**config.mk**
```make
export PLATFORM = sky130hd
export DESIGN_NAME = slope_front_peak_detector_top
export DESIGN_NICKNAME = d
export VERILOG_FILES = /design/src/hdl/sfpd_pkg.sv /design/src/hdl/slope_front_peak_detector_top.sv /design/src/hdl/sfpd_queue.sv /design/src/hdl/sfpd_front.sv /design/src/hdl/sfpd_back.sv
export SDC_FILE = /design/constraint.sdc
export NUM_CORES = 2
export LEC_CHECK = 0
export BUFFER_PORTS_ARGS = -buffer_cell sky130_fd_sc_hd__buf_4
export CORE_ASPECT_RATIO = 1.4
export CORE_UTILIZATION = 60
export CTS_CLUSTER_DIAMETER = 150
export DETAILED_ROUTE_END_ITERATION = 8
export PLACE_DENSITY = 0.74
export SYNTH_ARGS = -nofsm -noshare
export SYNTH_HDL_FRONTEND = slang
export SYNTH_SLANG_ARGS = --single-unit
```
**constraint.sdc**
```tcl
create_clock -name clock -period 7.9 [get_ports clock]
set_clock_uncertainty 0.05 [all_clocks]
set_input_delay 1.58 -clock clock [delete_from_list [all_inputs] [get_ports clock]]
set_output_delay 1.58 -clock clock [all_outputs]
set_load 0.05 [all_outputs]
```
**src/hdl/sfpd_pkg.sv**
```systemverilog
package sfpd_pkg;

   localparam int DEF_WINDOW_LEN  = 8;
   localparam int DEF_FRONT_LEN   = 4;
   localparam int DEF_HISTORY_LEN = 8;

   localparam int SAMPLE_W    = 16;
   localparam int DIFF_W      = 17;
   localparam int CFG_W       = 16;
   localparam int PEAK_INT_W  = 22;
   localparam int RSP_DATA_W  = 24;
   localparam int FLEN_W      = 8;
   localparam int CSR_ADDR_W  = 3;
   localparam int CSR_DATA_W  = 32;

   localparam int QUEUE_DEPTH = 4;
   localparam int QPTR_W      = 2;

   localparam logic signed [FLEN_W-1:0] FLEN_MAX = 8'sd127;
   localparam logic signed [FLEN_W-1:0] FLEN_MIN = -8'sd127;

   localparam logic [CFG_W-1:0] MIN_SLOPE_RST = 16'd10;
   localparam logic [CFG_W-1:0] RATIO_RST     = 16'd256;

   localparam logic REG_MIN_SLOPE = 1'b0;
   localparam logic REG_RATIO     = 1'b1;

   typedef logic signed [DIFF_W-1:0] sfpd_diff_type;

   typedef struct packed {
      logic full;
      logic empty;
   } sfpd_qstat_type;

endpackage

```
**src/hdl/slope_front_peak_detector_top.sv**
```systemverilog
// Slope front peak detector. Each req transfer carries one signed sample and
// produces exactly one rsp transfer; peak is set when that sample completes a
// detected peak, and peak_intensity then holds the recorded front intensity.
// Samples enter a four-entry queue as differences and are worked off one at a
// time by a sequencer that keeps the running slope and intensity sums: a
// warm-up sample only fills the window, a regular sample passes the slope,
// intensity, tracking and decision states (plus a ratio multiply and compare
// on a long rising front), and a peak sample adds a bit-serial division for
// the new history mean. min_slope lies at byte address 0 and ratio_q8 (Q8.8)
// at byte address 4; write them only while no sample is in flight.
module slope_front_peak_detector_top import sfpd_pkg::*; #(
   parameter int WINDOW_LEN  = DEF_WINDOW_LEN,
   parameter int FRONT_LEN   = DEF_FRONT_LEN,
   parameter int HISTORY_LEN = DEF_HISTORY_LEN
) (
   input  logic                  clock,
   input  logic                  reset,
   input  logic                  req_tvalid,
   output logic                  req_tready,
   input  logic [SAMPLE_W-1:0]   req_tdata,    // [15:0] sample
   output logic                  rsp_tvalid,
   input  logic                  rsp_tready,
   output logic [RSP_DATA_W-1:0] rsp_tdata,    // [21:0] peak_intensity, [23:22] zero
   output logic [0:0]            rsp_tuser,    // [0] peak
   input  logic                  csr_psel,
   input  logic                  csr_penable,
   input  logic                  csr_pwrite,
   input  logic [CSR_ADDR_W-1:0] csr_paddr,
   input  logic [CSR_DATA_W-1:0] csr_pwdata,
   output logic [CSR_DATA_W-1:0] csr_prdata,
   output logic                  csr_pready
);

   logic [CFG_W-1:0]      min_slope_ff, min_slope_in;
   logic [CFG_W-1:0]      ratio_ff, ratio_in;
   logic                  csr_wr;
   sfpd_qstat_type        qstat;
   logic                  push, pop;
   sfpd_diff_type         push_data, pop_data;
   logic                  rsp_peak;
   logic [PEAK_INT_W-1:0] rsp_int;

   assign csr_pready = 1'b1;
   assign csr_wr     = csr_psel && csr_penable && csr_pwrite && csr_pready;
   assign csr_prdata = CSR_DATA_W'((csr_paddr[2] == REG_RATIO) ? ratio_ff : min_slope_ff);

   always_comb begin
      min_slope_in = min_slope_ff;
      ratio_in     = ratio_ff;
      if (csr_wr) begin
         if (csr_paddr[2] == REG_MIN_SLOPE) begin
            min_slope_in = csr_pwdata[CFG_W-1:0];
         end else begin
            ratio_in = csr_pwdata[CFG_W-1:0];
         end
      end
   end

   always_ff @(posedge clock) begin
      if (reset) begin
         min_slope_ff <= MIN_SLOPE_RST;
         ratio_ff     <= RATIO_RST;
      end else begin
         min_slope_ff <= min_slope_in;
         ratio_ff     <= ratio_in;
      end
   end

   sfpd_front u_front (
      .clock      (clock),
      .reset      (reset),
      .req_tvalid (req_tvalid),
      .req_tready (req_tready),
      .req_tdata  (req_tdata),
      .qstat      (qstat),
      .push       (push),
      .push_data  (push_data)
   );

   sfpd_queue u_queue (
      .clock     (clock),
      .reset     (reset),
      .push      (push),
      .push_data (push_data),
      .pop       (pop),
      .pop_data  (pop_data),
      .stat      (qstat)
   );

   sfpd_back #(
      .WINDOW_LEN  (WINDOW_LEN),
      .FRONT_LEN   (FRONT_LEN),
      .HISTORY_LEN (HISTORY_LEN)
   ) u_back (
      .clock              (clock),
      .reset              (reset),
      .qstat              (qstat),
      .pop_data           (pop_data),
      .pop                (pop),
      .min_slope          (min_slope_ff),
      .ratio_q8           (ratio_ff),
      .rsp_valid          (rsp_tvalid),
      .rsp_ready          (rsp_tready),
      .rsp_peak           (rsp_peak),
      .rsp_peak_intensity (rsp_int)
   );

   assign rsp_tdata = RSP_DATA_W'(rsp_int);
   assign rsp_tuser = rsp_peak;

endmodule

```
**src/hdl/sfpd_queue.sv**
```systemverilog
module sfpd_queue import sfpd_pkg::*; (
   input  logic           clock,
   input  logic           reset,
   input  logic           push,
   input  sfpd_diff_type  push_data,
   input  logic           pop,
   output sfpd_diff_type  pop_data,
   output sfpd_qstat_type stat
);

   sfpd_diff_type     entry_ff [QUEUE_DEPTH];
   logic [QPTR_W-1:0] wr_ptr_ff, wr_ptr_in;
   logic [QPTR_W-1:0] rd_ptr_ff, rd_ptr_in;
   logic [QPTR_W:0]   count_ff, count_in;

   always_comb begin
      wr_ptr_in = wr_ptr_ff;
      rd_ptr_in = rd_ptr_ff;
      count_in  = count_ff;
      if (push) begin
         wr_ptr_in = wr_ptr_ff + 1'b1;
      end
      if (pop) begin
         rd_ptr_in = rd_ptr_ff + 1'b1;
      end
      if (push && !pop) begin
         count_in = count_ff + 1'b1;
      end else if (pop && !push) begin
         count_in = count_ff - 1'b1;
      end
   end

   always_ff @(posedge clock) begin
      if (reset) begin
         wr_ptr_ff <= '0;
         rd_ptr_ff <= '0;
         count_ff  <= '0;
      end else begin
         wr_ptr_ff <= wr_ptr_in;
         rd_ptr_ff <= rd_ptr_in;
         count_ff  <= count_in;
      end
   end

   always_ff @(posedge clock) begin
      if (push) begin
         entry_ff[wr_ptr_ff] <= push_data;
      end
   end

   assign pop_data   = entry_ff[rd_ptr_ff];
   assign stat.full  = (count_ff == (QPTR_W+1)'(QUEUE_DEPTH));
   assign stat.empty = (count_ff == '0);

   a_no_push_full: assert property (@(posedge clock) disable iff (reset)
      stat.full |-> !push) else $error("Queue written while full.");

endmodule

```
**src/hdl/sfpd_front.sv**
```systemverilog
module sfpd_front import sfpd_pkg::*; (
   input  logic                clock,
   input  logic                reset,
   input  logic                req_tvalid,
   output logic                req_tready,
   input  logic [SAMPLE_W-1:0] req_tdata,
   input  sfpd_qstat_type      qstat,
   output logic                push,
   output sfpd_diff_type       push_data
);

   logic signed [SAMPLE_W-1:0] prev_ff, prev_in;
   logic signed [SAMPLE_W-1:0] sample;

   assign sample     = $signed(req_tdata);
   assign req_tready = !qstat.full;
   assign push       = req_tvalid && req_tready;
   assign push_data  = DIFF_W'(sample) - DIFF_W'(prev_ff);

   always_comb begin
      prev_in = prev_ff;
      if (push) begin
         prev_in = sample;
      end
   end

   always_ff @(posedge clock) begin
      if (reset) begin
         prev_ff <= '0;
      end else begin
         prev_ff <= prev_in;
      end
   end

endmodule

```
**src/hdl/sfpd_back.sv**
```systemverilog
module sfpd_back import sfpd_pkg::*; #(
   parameter int WINDOW_LEN  = DEF_WINDOW_LEN,
   parameter int FRONT_LEN   = DEF_FRONT_LEN,
   parameter int HISTORY_LEN = DEF_HISTORY_LEN
) (
   input  logic                  clock,
   input  logic                  reset,
   input  sfpd_qstat_type        qstat,
   input  sfpd_diff_type         pop_data,
   output logic                  pop,
   input  logic [CFG_W-1:0]      min_slope,
   input  logic [CFG_W-1:0]      ratio_q8,
   output logic                  rsp_valid,
   input  logic                  rsp_ready,
   output logic                  rsp_peak,
   output logic [PEAK_INT_W-1:0] rsp_peak_intensity
);

   localparam int DPTR_W = (WINDOW_LEN > 1) ? $clog2(WINDOW_LEN) : 1;
   localparam int WCNT_W = $clog2(WINDOW_LEN + 1);
   localparam int SPTR_W = (FRONT_LEN > 1) ? $clog2(FRONT_LEN) : 1;
   localparam int HPTR_W = (HISTORY_LEN > 1) ? $clog2(HISTORY_LEN) : 1;
   localparam int HCNT_W = $clog2(HISTORY_LEN + 1);
   localparam int SLOPE_W = DIFF_W + $clog2(WINDOW_LEN);
   localparam int INT_W   = SLOPE_W + $clog2(FRONT_LEN);
   localparam int MAXI_W  = INT_W - 1;
   localparam int HSUM_W  = MAXI_W + $clog2(HISTORY_LEN);
   localparam int DCNT_W  = $clog2(HSUM_W + 1);
   localparam int PROD_W  = MAXI_W + CFG_W;
   localparam int EXT_W   = (MAXI_W > PEAK_INT_W) ? MAXI_W : PEAK_INT_W;
   localparam logic signed [FLEN_W-1:0] FRONT_POS = FLEN_W'(FRONT_LEN);
   localparam logic signed [FLEN_W-1:0] FRONT_NEG = -FRONT_POS;

   localparam logic [3:0] ST_IDLE   = 4'd0;
   localparam logic [3:0] ST_SLOPE  = 4'd1;
   localparam logic [3:0] ST_INTEN  = 4'd2;
   localparam logic [3:0] ST_TRACK  = 4'd3;
   localparam logic [3:0] ST_DECIDE = 4'd4;
   localparam logic [3:0] ST_MUL    = 4'd5;
   localparam logic [3:0] ST_CMP    = 4'd6;
   localparam logic [3:0] ST_DIVI   = 4'd7;
   localparam logic [3:0] ST_DIV    = 4'd8;
   localparam logic [3:0] ST_OUT    = 4'd9;

   logic [3:0] state_ff, state_in;

   sfpd_diff_type             diff_mem [WINDOW_LEN];
   logic signed [SLOPE_W-1:0] slope_mem [FRONT_LEN];
   logic [MAXI_W-1:0]         hist_mem [HISTORY_LEN];

   sfpd_diff_type             diff_rd_ff;
   logic signed [SLOPE_W-1:0] slope_rd_ff;
   logic [MAXI_W-1:0]         hist_rd_ff;

   logic                      dmem_we, smem_we, hmem_we;
   sfpd_diff_type             dmem_wdata;

   logic [WCNT_W-1:0]         warm_ff, warm_in;
   logic [DPTR_W-1:0]         dptr_ff, dptr_in, dptr_next;
   logic signed [SLOPE_W-1:0] dsum_ff, dsum_in;
   sfpd_diff_type             diff_ff, diff_in;
   logic signed [SLOPE_W-1:0] slope_ff, slope_in, slope_new;
   logic [SPTR_W-1:0]         sptr_ff, sptr_in, sptr_next;
   logic [FRONT_LEN-1:0]      svalid_ff, svalid_in;
   logic signed [INT_W-1:0]   isum_ff, isum_in, inten_new;
   logic signed [INT_W-1:0]   inten_ff, inten_in;
   logic signed [SLOPE_W-1:0] old_slope;
   logic signed [FLEN_W-1:0]  flen_ff, flen_in;
   logic [MAXI_W-1:0]         max_ff, max_in;
   logic                      rose_ff, rose_in;
   logic [HPTR_W-1:0]         hptr_ff, hptr_in, hptr_next;
   logic [HISTORY_LEN-1:0]    hvalid_ff, hvalid_in;
   logic [HSUM_W-1:0]         hsum_ff, hsum_in;
   logic [HCNT_W-1:0]         hcnt_ff, hcnt_in;
   logic [MAXI_W-1:0]         mean_ff, mean_in;
   logic [PROD_W-1:0]         prod_ff, prod_in;
   logic [HSUM_W-1:0]         dvd_ff, dvd_in;
   logic [HCNT_W-1:0]         rem_ff, rem_in;
   logic [DCNT_W-1:0]         dcnt_ff, dcnt_in;
   logic                      res_peak_ff, res_peak_in;
   logic                      rsp_valid_ff, rsp_valid_in;
   logic                      rsp_peak_ff, rsp_peak_in;
   logic [PEAK_INT_W-1:0]     rsp_int_ff, rsp_int_in;

   logic [SLOPE_W-1:0]        slope_mag;
   logic                      slope_neg, slope_pos, slope_small;
   logic                      flen_neg, flen_pos;
   logic                      peak_cond, old_pos, new_pos;
   logic [HCNT_W:0]           trial, trial_sub;
   logic                      trial_ge;
   logic [EXT_W-1:0]          max_ext;

   assign dptr_next = (dptr_ff == DPTR_W'(WINDOW_LEN - 1)) ? '0 : dptr_ff + 1'b1;
   assign sptr_next = (sptr_ff == SPTR_W'(FRONT_LEN - 1)) ? '0 : sptr_ff + 1'b1;
   assign hptr_next = (hptr_ff == HPTR_W'(HISTORY_LEN - 1)) ? '0 : hptr_ff + 1'b1;

   assign slope_new = dsum_ff - SLOPE_W'(diff_rd_ff) + SLOPE_W'(diff_ff);
   assign old_slope = svalid_ff[sptr_ff] ? slope_rd_ff : '0;
   assign inten_new = isum_ff - INT_W'(old_slope) + INT_W'(slope_ff);

   assign slope_neg   = slope_ff[SLOPE_W-1];
   assign slope_pos   = !slope_neg && (slope_ff != '0);
   assign slope_mag   = slope_neg ? SLOPE_W'(-slope_ff) : SLOPE_W'(slope_ff);
   assign slope_small = slope_mag < SLOPE_W'(min_slope);
   assign flen_neg    = flen_ff[FLEN_W-1];
   assign flen_pos    = !flen_neg && (flen_ff != '0);

   assign peak_cond = rose_ff && (flen_ff <= FRONT_NEG);
   assign old_pos   = hvalid_ff[hptr_ff] && (hist_rd_ff != '0);
   assign new_pos   = (max_ff != '0);

   assign trial     = {rem_ff, dvd_ff[HSUM_W-1]};
   assign trial_ge  = trial >= {1'b0, hcnt_ff};
   assign trial_sub = trial - {1'b0, hcnt_ff};
   assign max_ext   = EXT_W'(max_ff);

   always_comb begin
      state_in     = state_ff;
      pop          = 1'b0;
      dmem_we      = 1'b0;
      smem_we      = 1'b0;
      hmem_we      = 1'b0;
      dmem_wdata   = diff_ff;
      warm_in      = warm_ff;
      dptr_in      = dptr_ff;
      dsum_in      = dsum_ff;
      diff_in      = diff_ff;
      slope_in     = slope_ff;
      sptr_in      = sptr_ff;
      svalid_in    = svalid_ff;
      isum_in      = isum_ff;
      inten_in     = inten_ff;
      flen_in      = flen_ff;
      max_in       = max_ff;
      rose_in      = rose_ff;
      hptr_in      = hptr_ff;
      hvalid_in    = hvalid_ff;
      hsum_in      = hsum_ff;
      hcnt_in      = hcnt_ff;
      mean_in      = mean_ff;
      prod_in      = prod_ff;
      dvd_in       = dvd_ff;
      rem_in       = rem_ff;
      dcnt_in      = dcnt_ff;
      res_peak_in  = res_peak_ff;
      rsp_valid_in = rsp_valid_ff;
      rsp_peak_in  = rsp_peak_ff;
      rsp_int_in   = rsp_int_ff;

      if (rsp_valid_ff && rsp_ready) begin
         rsp_valid_in = 1'b0;
      end

      case (state_ff)
         ST_IDLE: begin
            if (!qstat.empty) begin
               pop     = 1'b1;
               diff_in = pop_data;
               if (warm_ff < WCNT_W'(WINDOW_LEN)) begin
                  dmem_we     = 1'b1;
                  dmem_wdata  = pop_data;
                  dsum_in     = dsum_ff + SLOPE_W'(pop_data);
                  warm_in     = warm_ff + 1'b1;
                  dptr_in     = dptr_next;
                  res_peak_in = 1'b0;
                  state_in    = ST_OUT;
               end else begin
                  state_in = ST_SLOPE;
               end
            end
         end
         ST_SLOPE: begin
            dmem_we  = 1'b1;
            dsum_in  = slope_new;
            slope_in = slope_new;
            dptr_in  = dptr_next;
            state_in = ST_INTEN;
         end
         ST_INTEN: begin
            smem_we            = 1'b1;
            svalid_in[sptr_ff] = 1'b1;
            isum_in            = inten_new;
            inten_in           = inten_new;
            sptr_in            = sptr_next;
            state_in           = ST_TRACK;
         end
         ST_TRACK: begin
            if (!slope_small) begin
               if ((slope_pos && flen_neg) || (slope_neg && flen_pos)) begin
                  flen_in = '0;
                  if (!rose_ff) begin
                     max_in = '0;
                  end
               end else if (slope_pos) begin
                  if (flen_ff < FLEN_MAX) begin
                     flen_in = flen_ff + 8'sd1;
                  end
                  if (inten_ff > $signed({1'b0, max_ff})) begin
                     max_in = inten_ff[MAXI_W-1:0];
                  end
               end else if (slope_neg) begin
                  if (flen_ff > FLEN_MIN) begin
                     flen_in = flen_ff - 8'sd1;
                  end
               end
            end
            state_in = ST_DECIDE;
         end
         ST_DECIDE: begin
            res_peak_in = 1'b0;
            if (peak_cond) begin
               hmem_we            = 1'b1;
               hvalid_in[hptr_ff] = 1'b1;
               hsum_in            = hsum_ff - (hvalid_ff[hptr_ff] ? HSUM_W'(hist_rd_ff) : '0)
                                    + HSUM_W'(max_ff);
               hcnt_in            = hcnt_ff - HCNT_W'(old_pos) + HCNT_W'(new_pos);
               hptr_in            = hptr_next;
               dsum_in            = '0;
               warm_in            = '0;
               dptr_in            = '0;
               svalid_in          = '0;
               isum_in            = '0;
               rose_in            = 1'b0;
               res_peak_in        = 1'b1;
               state_in           = ST_DIVI;
            end else if (flen_ff >= FRONT_POS) begin
               state_in = ST_MUL;
            end else begin
               state_in = ST_OUT;
            end
         end
         ST_MUL: begin
            prod_in  = PROD_W'(mean_ff) * PROD_W'(ratio_q8);
            state_in = ST_CMP;
         end
         ST_CMP: begin
            if (PROD_W'({max_ff, 8'd0}) > prod_ff) begin
               rose_in = 1'b1;
            end
            state_in = ST_OUT;
         end
         ST_DIVI: begin
            dvd_in   = hsum_ff;
            rem_in   = '0;
            dcnt_in  = '0;
            state_in = ST_DIV;
         end
         ST_DIV: begin
            rem_in  = trial_ge ? trial_sub[HCNT_W-1:0] : trial[HCNT_W-1:0];
            dvd_in  = {dvd_ff[HSUM_W-2:0], trial_ge};
            dcnt_in = dcnt_ff + 1'b1;
            if (dcnt_ff == DCNT_W'(HSUM_W - 1)) begin
               mean_in  = (hcnt_ff == '0) ? '0 : dvd_in[MAXI_W-1:0];
               state_in = ST_OUT;
            end
         end
         ST_OUT: begin
            if (!rsp_valid_ff || rsp_ready) begin
               rsp_valid_in = 1'b1;
               rsp_peak_in  = res_peak_ff;
               rsp_int_in   = res_peak_ff ? max_ext[PEAK_INT_W-1:0] : '0;
               state_in     = ST_IDLE;
            end
         end
         default: begin
            state_in = ST_IDLE;
         end
      endcase
   end

   always_ff @(posedge clock) begin
      if (reset) begin
         state_ff     <= ST_IDLE;
         warm_ff      <= '0;
         dptr_ff      <= '0;
         dsum_ff      <= '0;
         sptr_ff      <= '0;
         svalid_ff    <= '0;
         isum_ff      <= '0;
         flen_ff      <= '0;
         max_ff       <= '0;
         rose_ff      <= 1'b0;
         hptr_ff      <= '0;
         hvalid_ff    <= '0;
         hsum_ff      <= '0;
         hcnt_ff      <= '0;
         mean_ff      <= '0;
         res_peak_ff  <= 1'b0;
         rsp_valid_ff <= 1'b0;
      end else begin
         state_ff     <= state_in;
         warm_ff      <= warm_in;
         dptr_ff      <= dptr_in;
         dsum_ff      <= dsum_in;
         sptr_ff      <= sptr_in;
         svalid_ff    <= svalid_in;
         isum_ff      <= isum_in;
         flen_ff      <= flen_in;
         max_ff       <= max_in;
         rose_ff      <= rose_in;
         hptr_ff      <= hptr_in;
         hvalid_ff    <= hvalid_in;
         hsum_ff      <= hsum_in;
         hcnt_ff      <= hcnt_in;
         mean_ff      <= mean_in;
         res_peak_ff  <= res_peak_in;
         rsp_valid_ff <= rsp_valid_in;
      end
   end

   always_ff @(posedge clock) begin
      diff_ff     <= diff_in;
      slope_ff    <= slope_in;
      inten_ff    <= inten_in;
      prod_ff     <= prod_in;
      dvd_ff      <= dvd_in;
      rem_ff      <= rem_in;
      dcnt_ff     <= dcnt_in;
      rsp_peak_ff <= rsp_peak_in;
      rsp_int_ff  <= rsp_int_in;
   end

   always_ff @(posedge clock) begin
      if (dmem_we) begin
         diff_mem[dptr_ff] <= dmem_wdata;
      end
      diff_rd_ff <= diff_mem[dptr_ff];
   end

   always_ff @(posedge clock) begin
      if (smem_we) begin
         slope_mem[sptr_ff] <= slope_ff;
      end
      slope_rd_ff <= slope_mem[sptr_ff];
   end

   always_ff @(posedge clock) begin
      if (hmem_we) begin
         hist_mem[hptr_ff] <= max_ff;
      end
      hist_rd_ff <= hist_mem[hptr_ff];
   end

   assign rsp_valid          = rsp_valid_ff;
   assign rsp_peak           = rsp_peak_ff;
   assign rsp_peak_intensity = rsp_int_ff;

   a_rose_has_max: assert property (@(posedge clock) disable iff (reset)
      rose_ff |-> (max_ff != '0)) else $error("Armed front without a peak intensity.");

   a_peak_clears: assert property (@(posedge clock) disable iff (reset)
      (state_ff == ST_DECIDE) && peak_cond |=> (warm_ff == '0) && (isum_ff == '0) && !rose_ff)
      else $error("Peak did not clear the windows.");

   a_hcnt_range: assert property (@(posedge clock) disable iff (reset)
      hcnt_ff <= HCNT_W'(HISTORY_LEN)) else $error("History count out of range.");

   a_flen_range: assert property (@(posedge clock) disable iff (reset)
      flen_ff >= FLEN_MIN) else $error("Front length below its limit.");

endmodule

```
==> run_results.csv <==
group,metric,value,unit
outcome,status,"finished with violations",
outcome,violations,"DRC",
sta,setup_ws,746,ps
critical_path,crit_chain,"nand2_1 -> fa_1 -> inv_1 -> fa_1 -> inv_1 -> fa_1 -> inv_1 -> fa_1 -> inv_1 -> fa_1 -> inv_1 -> fa_1 -> ha_1 -> nand2_1 -> nor2_1 -> nand3_1 -> a211oi_1 -> o211ai_1 -> and2b_1 -> o21ai_1 -> a221o_1 -> a21oi_1 -> xnor2_1",
power,p_leak,0.0220,uW
sta,finalSetupTns,0,ps
cts,cts.sinks,869,
yosys,synth_cell_type_count,91,
finish,most-common-layout-cells,"653 x inv_1, 603 x edfxtp_1, 488 x nand2_1",
die,core_area,83200,um2
critical_path,crit_arrival,7490,ps
route,initialDrtViolationCount,2215,
power,power.internal,10600,uW
die,fp-row-count,125,
cts,cts_max_path_buffers,3,
sta,timing.slew.headroom,16.5,%
yosys,synth-seq-cells,869,
placed_design,globalplace.congestion,0.896,
cts,clkTransAtPathRegs,70,ps
grt,grt_pass1_wl,191,mm
sta,drv_slew,0,
yosys,async_flop_share,0,%
cts,hold_buffers,0,
worst_hold_path,hp-class,"register to register",
die,die_h,345,um
route,drtPass1Iterations,9,
route,routed_via_density,5.91,
sta,setup-violations-final,0,
grt,grt_overflow,0,
yosys,syn_avg_cell_area,11.1,um2
worst_hold_path,holdPathStages,2,
sta,tightest_slew,1240,ps
cts,cts.htree.levels,3,
cts,cts_buffers,84,
power,power.density,301,nW/um2
critical_path,start_kind,"register",
power,p_sw,6040,uW
power,sw_frac_of_total,36.3,%
finish,mostFrequentLayoutCell,"inv_1",
die,start_util,60.7,%
yosys,yosys_warnings,0,
sta,hold_viol_final,0,
die,dieWidth,247,um
yosys,synth_area,50500,um2
finish,drive_gt1_share,8.16,%
critical_path,cp-end-kind,"register",
critical_path,slowest_delay,950,ps
grt,grt_max_degree,68,
critical_path,reg2reg_depth,23,
finish,area_growth,9.28,%
yosys,yosysTopAreaCellShare,35.8,%
power,p_comb_share,36.2,%
sta,finalCriticalPeriod,7150,ps
grt,antenna_found_initial,1,
yosys,yosys.area.top_type,"edfxtp_1",
cts,insertion_delay,680,ps
route,ant_nets,0,
yosys,synthTopCellsByArea,"edfxtp_1 36%, fa_1 13%, dfxtp_1 11%, ha_1 7.4%, inv_1 4.8%",
placed_design,portBuffers,79,
power,clkPwrFrac,25.0,%
sta,fin_crit_sh,90.6,%
route,vias,34000,
critical_path,cp_max_fo,23,
sta,fmax,140,MHz
route,finalWirelength,122,mm
critical_path,critPathKind,"register to register",
power,seqPwrFrac,38.8,%
grt,grt_pass1_vias,34700,
power,ir_drop,0.450,mV
yosys,synth_flop_cell,"edfxtp_1",
critical_path,crit_required,8230,ps
die,io_pins,118,
placed_design,place_hpwl,87.3,mm
cts,post_cts.repair.setup_buffers,0,
cts,cts_resized,0,
yosys,yosysSeqAreaShare,46.4,%
yosys,synth_edf_count,603,
finish,fin_nets,5286,
sta,rsz0062_at_grt,"false",
cts,cts_tree,"done",
grt,track_usage,29.2,%
route,post_drt_wl_per_cell,21.3,um
critical_path,critPathMostFrequentCell,"fa_1",
placed_design,dpl_worst_slack,781,ps
yosys,synthCells,4554,
route,drc,8,
cts,root_buffer,"clkbuf_16",
run,max_cap_violations,0,
critical_path,crit_slowest_cell,"dfxtp_1",
die,die_area,85400,um2
## metal layers
metal | part of all wire (%) | vias to the layer above | wire length (um) | global-route usage [%]
li1 | - | 15600 | - | -
met1 | 36 | 16900 | 44300 | 33.5
met2 | 53 | 1162 | 64600 | 52.6
met3 | 5.1 | 321 | 6220 | 3.27
met4 | 5.7 | 0 | 7010 | 16.1
met5 | 0 | - | 0 | 0
## sequential cells by signal, indices dropped and copies added (netlist names), 21 cells and up, named ones only
| register | count |
|---|---|
| u_back.slope_mem | 80 |
| u_queue.entry_ff | 68 |
| u_back.isum_ff | 22 |
| u_back.dvd_ff | 24 |
| u_back.mean_ff | 21 |
| u_back.inten_ff | 22 |
| u_back.max_ff | 21 |
| u_back.hist_rd_ff | 21 |
| u_back.hsum_ff | 24 |
| u_back.prod_ff | 37 |
| u_back.rsp_peak_intensity | 21 |
| u_back.diff_mem | 136 |
| u_back.hist_mem | 168 |
## cell families after synthesis
kind of cell             Yosys count  share of synthesized area [%]
AO/OA/AOI/OAI                    827                           10.9
other                              2                         0.0149
multiplexers                      43                           1.80
flip-flops                       869                           46.4
XOR/XNOR                         148                           2.57
buffers and inverters            864                           6.59
adder cells (fa/ha/maj)          631                           20.5
AND/OR/NAND/NOR                 1170                           11.2
## worst max-delay path, delay by kind of cell (launching register included)
kind,cells,cell delay (ps)
AND/OR/NAND/NOR,5,830
AO/OA/AOI/OAI,5,1190
flip-flops,1,950
buffers and inverters,5,260
XOR/XNOR,1,150
adder cells (fa/ha/maj),7,3430
## cells in the mapped netlist (15+ instances only)
library cell	instances
clkbuf_1	173
nand2b_1	16
mux4_2	38
dfxtp_1	266
nor2b_1	51
a22o_1	22
inv_1	652
xor2_1	32
nor4_1	16
ha_1	300
and2_1	189
o21a_1	29
edfxtp_1	603
a22oi_1	176
a211oi_1	36
a21o_1	55
nor2_1	175
nand4_1	59
nor3_1	34
o21bai_1	24
a31oi_1	17
a21oi_1	222
o21ai_0	127
a221oi_1	16
or3_1	15
fa_1	331
and3_1	26
nand2_1	489
xnor2_1	116
buf_4	22
nand3_1	57
## final cells by class
type / count / area, um2
fillers: 6257 / 28000
multi-input cells: 2839 / 23900
flip-flops and latches: 869 / 23400
inverters: 654 / 2450
clock buffers: 112 / 2350
well taps: 1079 / 1350
repair buffers: 149 / 1120
clock inverters: 46 / 564
diodes: 1 / 2.50
## metrics by stage
step	total power, uW	cells	util [%]	hold WS (ps)	instance area (um2)
floorplan	10700	4572	-	382	50600
global placement	12300	5590	62.9	388	52300
detailed placement	12500	5590	62.9	394	52300
CTS	16600	5748	66.4	393	55200
global route	17500	5748	66.4	415	55200
finish	16600	5749	66.4	387	55200
## power by group through the flow
| stage | clock network (uW) | logic (uW) | registers (uW) |
|---|---|---|---|
| after floorplan | 0 | 4380 | 6340 |
| after global placement | 0 | 5780 | 6520 |
| after detailed placement | 0 | 5910 | 6540 |
| after CTS | 4220 | 5980 | 6450 |
| after global routing | 4390 | 6640 | 6500 |
| final | 4160 | 6020 | 6460 |
## path summary, 6_finish.rpt
kind,end,slack [ps],startpoint
setup / recovery,u_back.prod_ff[34]$_DFFE_PP_,750,ratio_ff[3]$_SDFFE_PP0P_
hold / removal,u_back.hist_rd_ff[19]$_DFF_P_,390,u_back.hist_mem[4][19]$_DFFE_PP_
setup reg to reg,u_back.prod_ff[34]$_DFFE_PP_,750,ratio_ff[3]$_SDFFE_PP0P_
hold reg to reg,u_back.hist_rd_ff[19]$_DFF_P_,390,u_back.hist_mem[4][19]$_DFFE_PP_
Power figures use the tool's default switching activity.
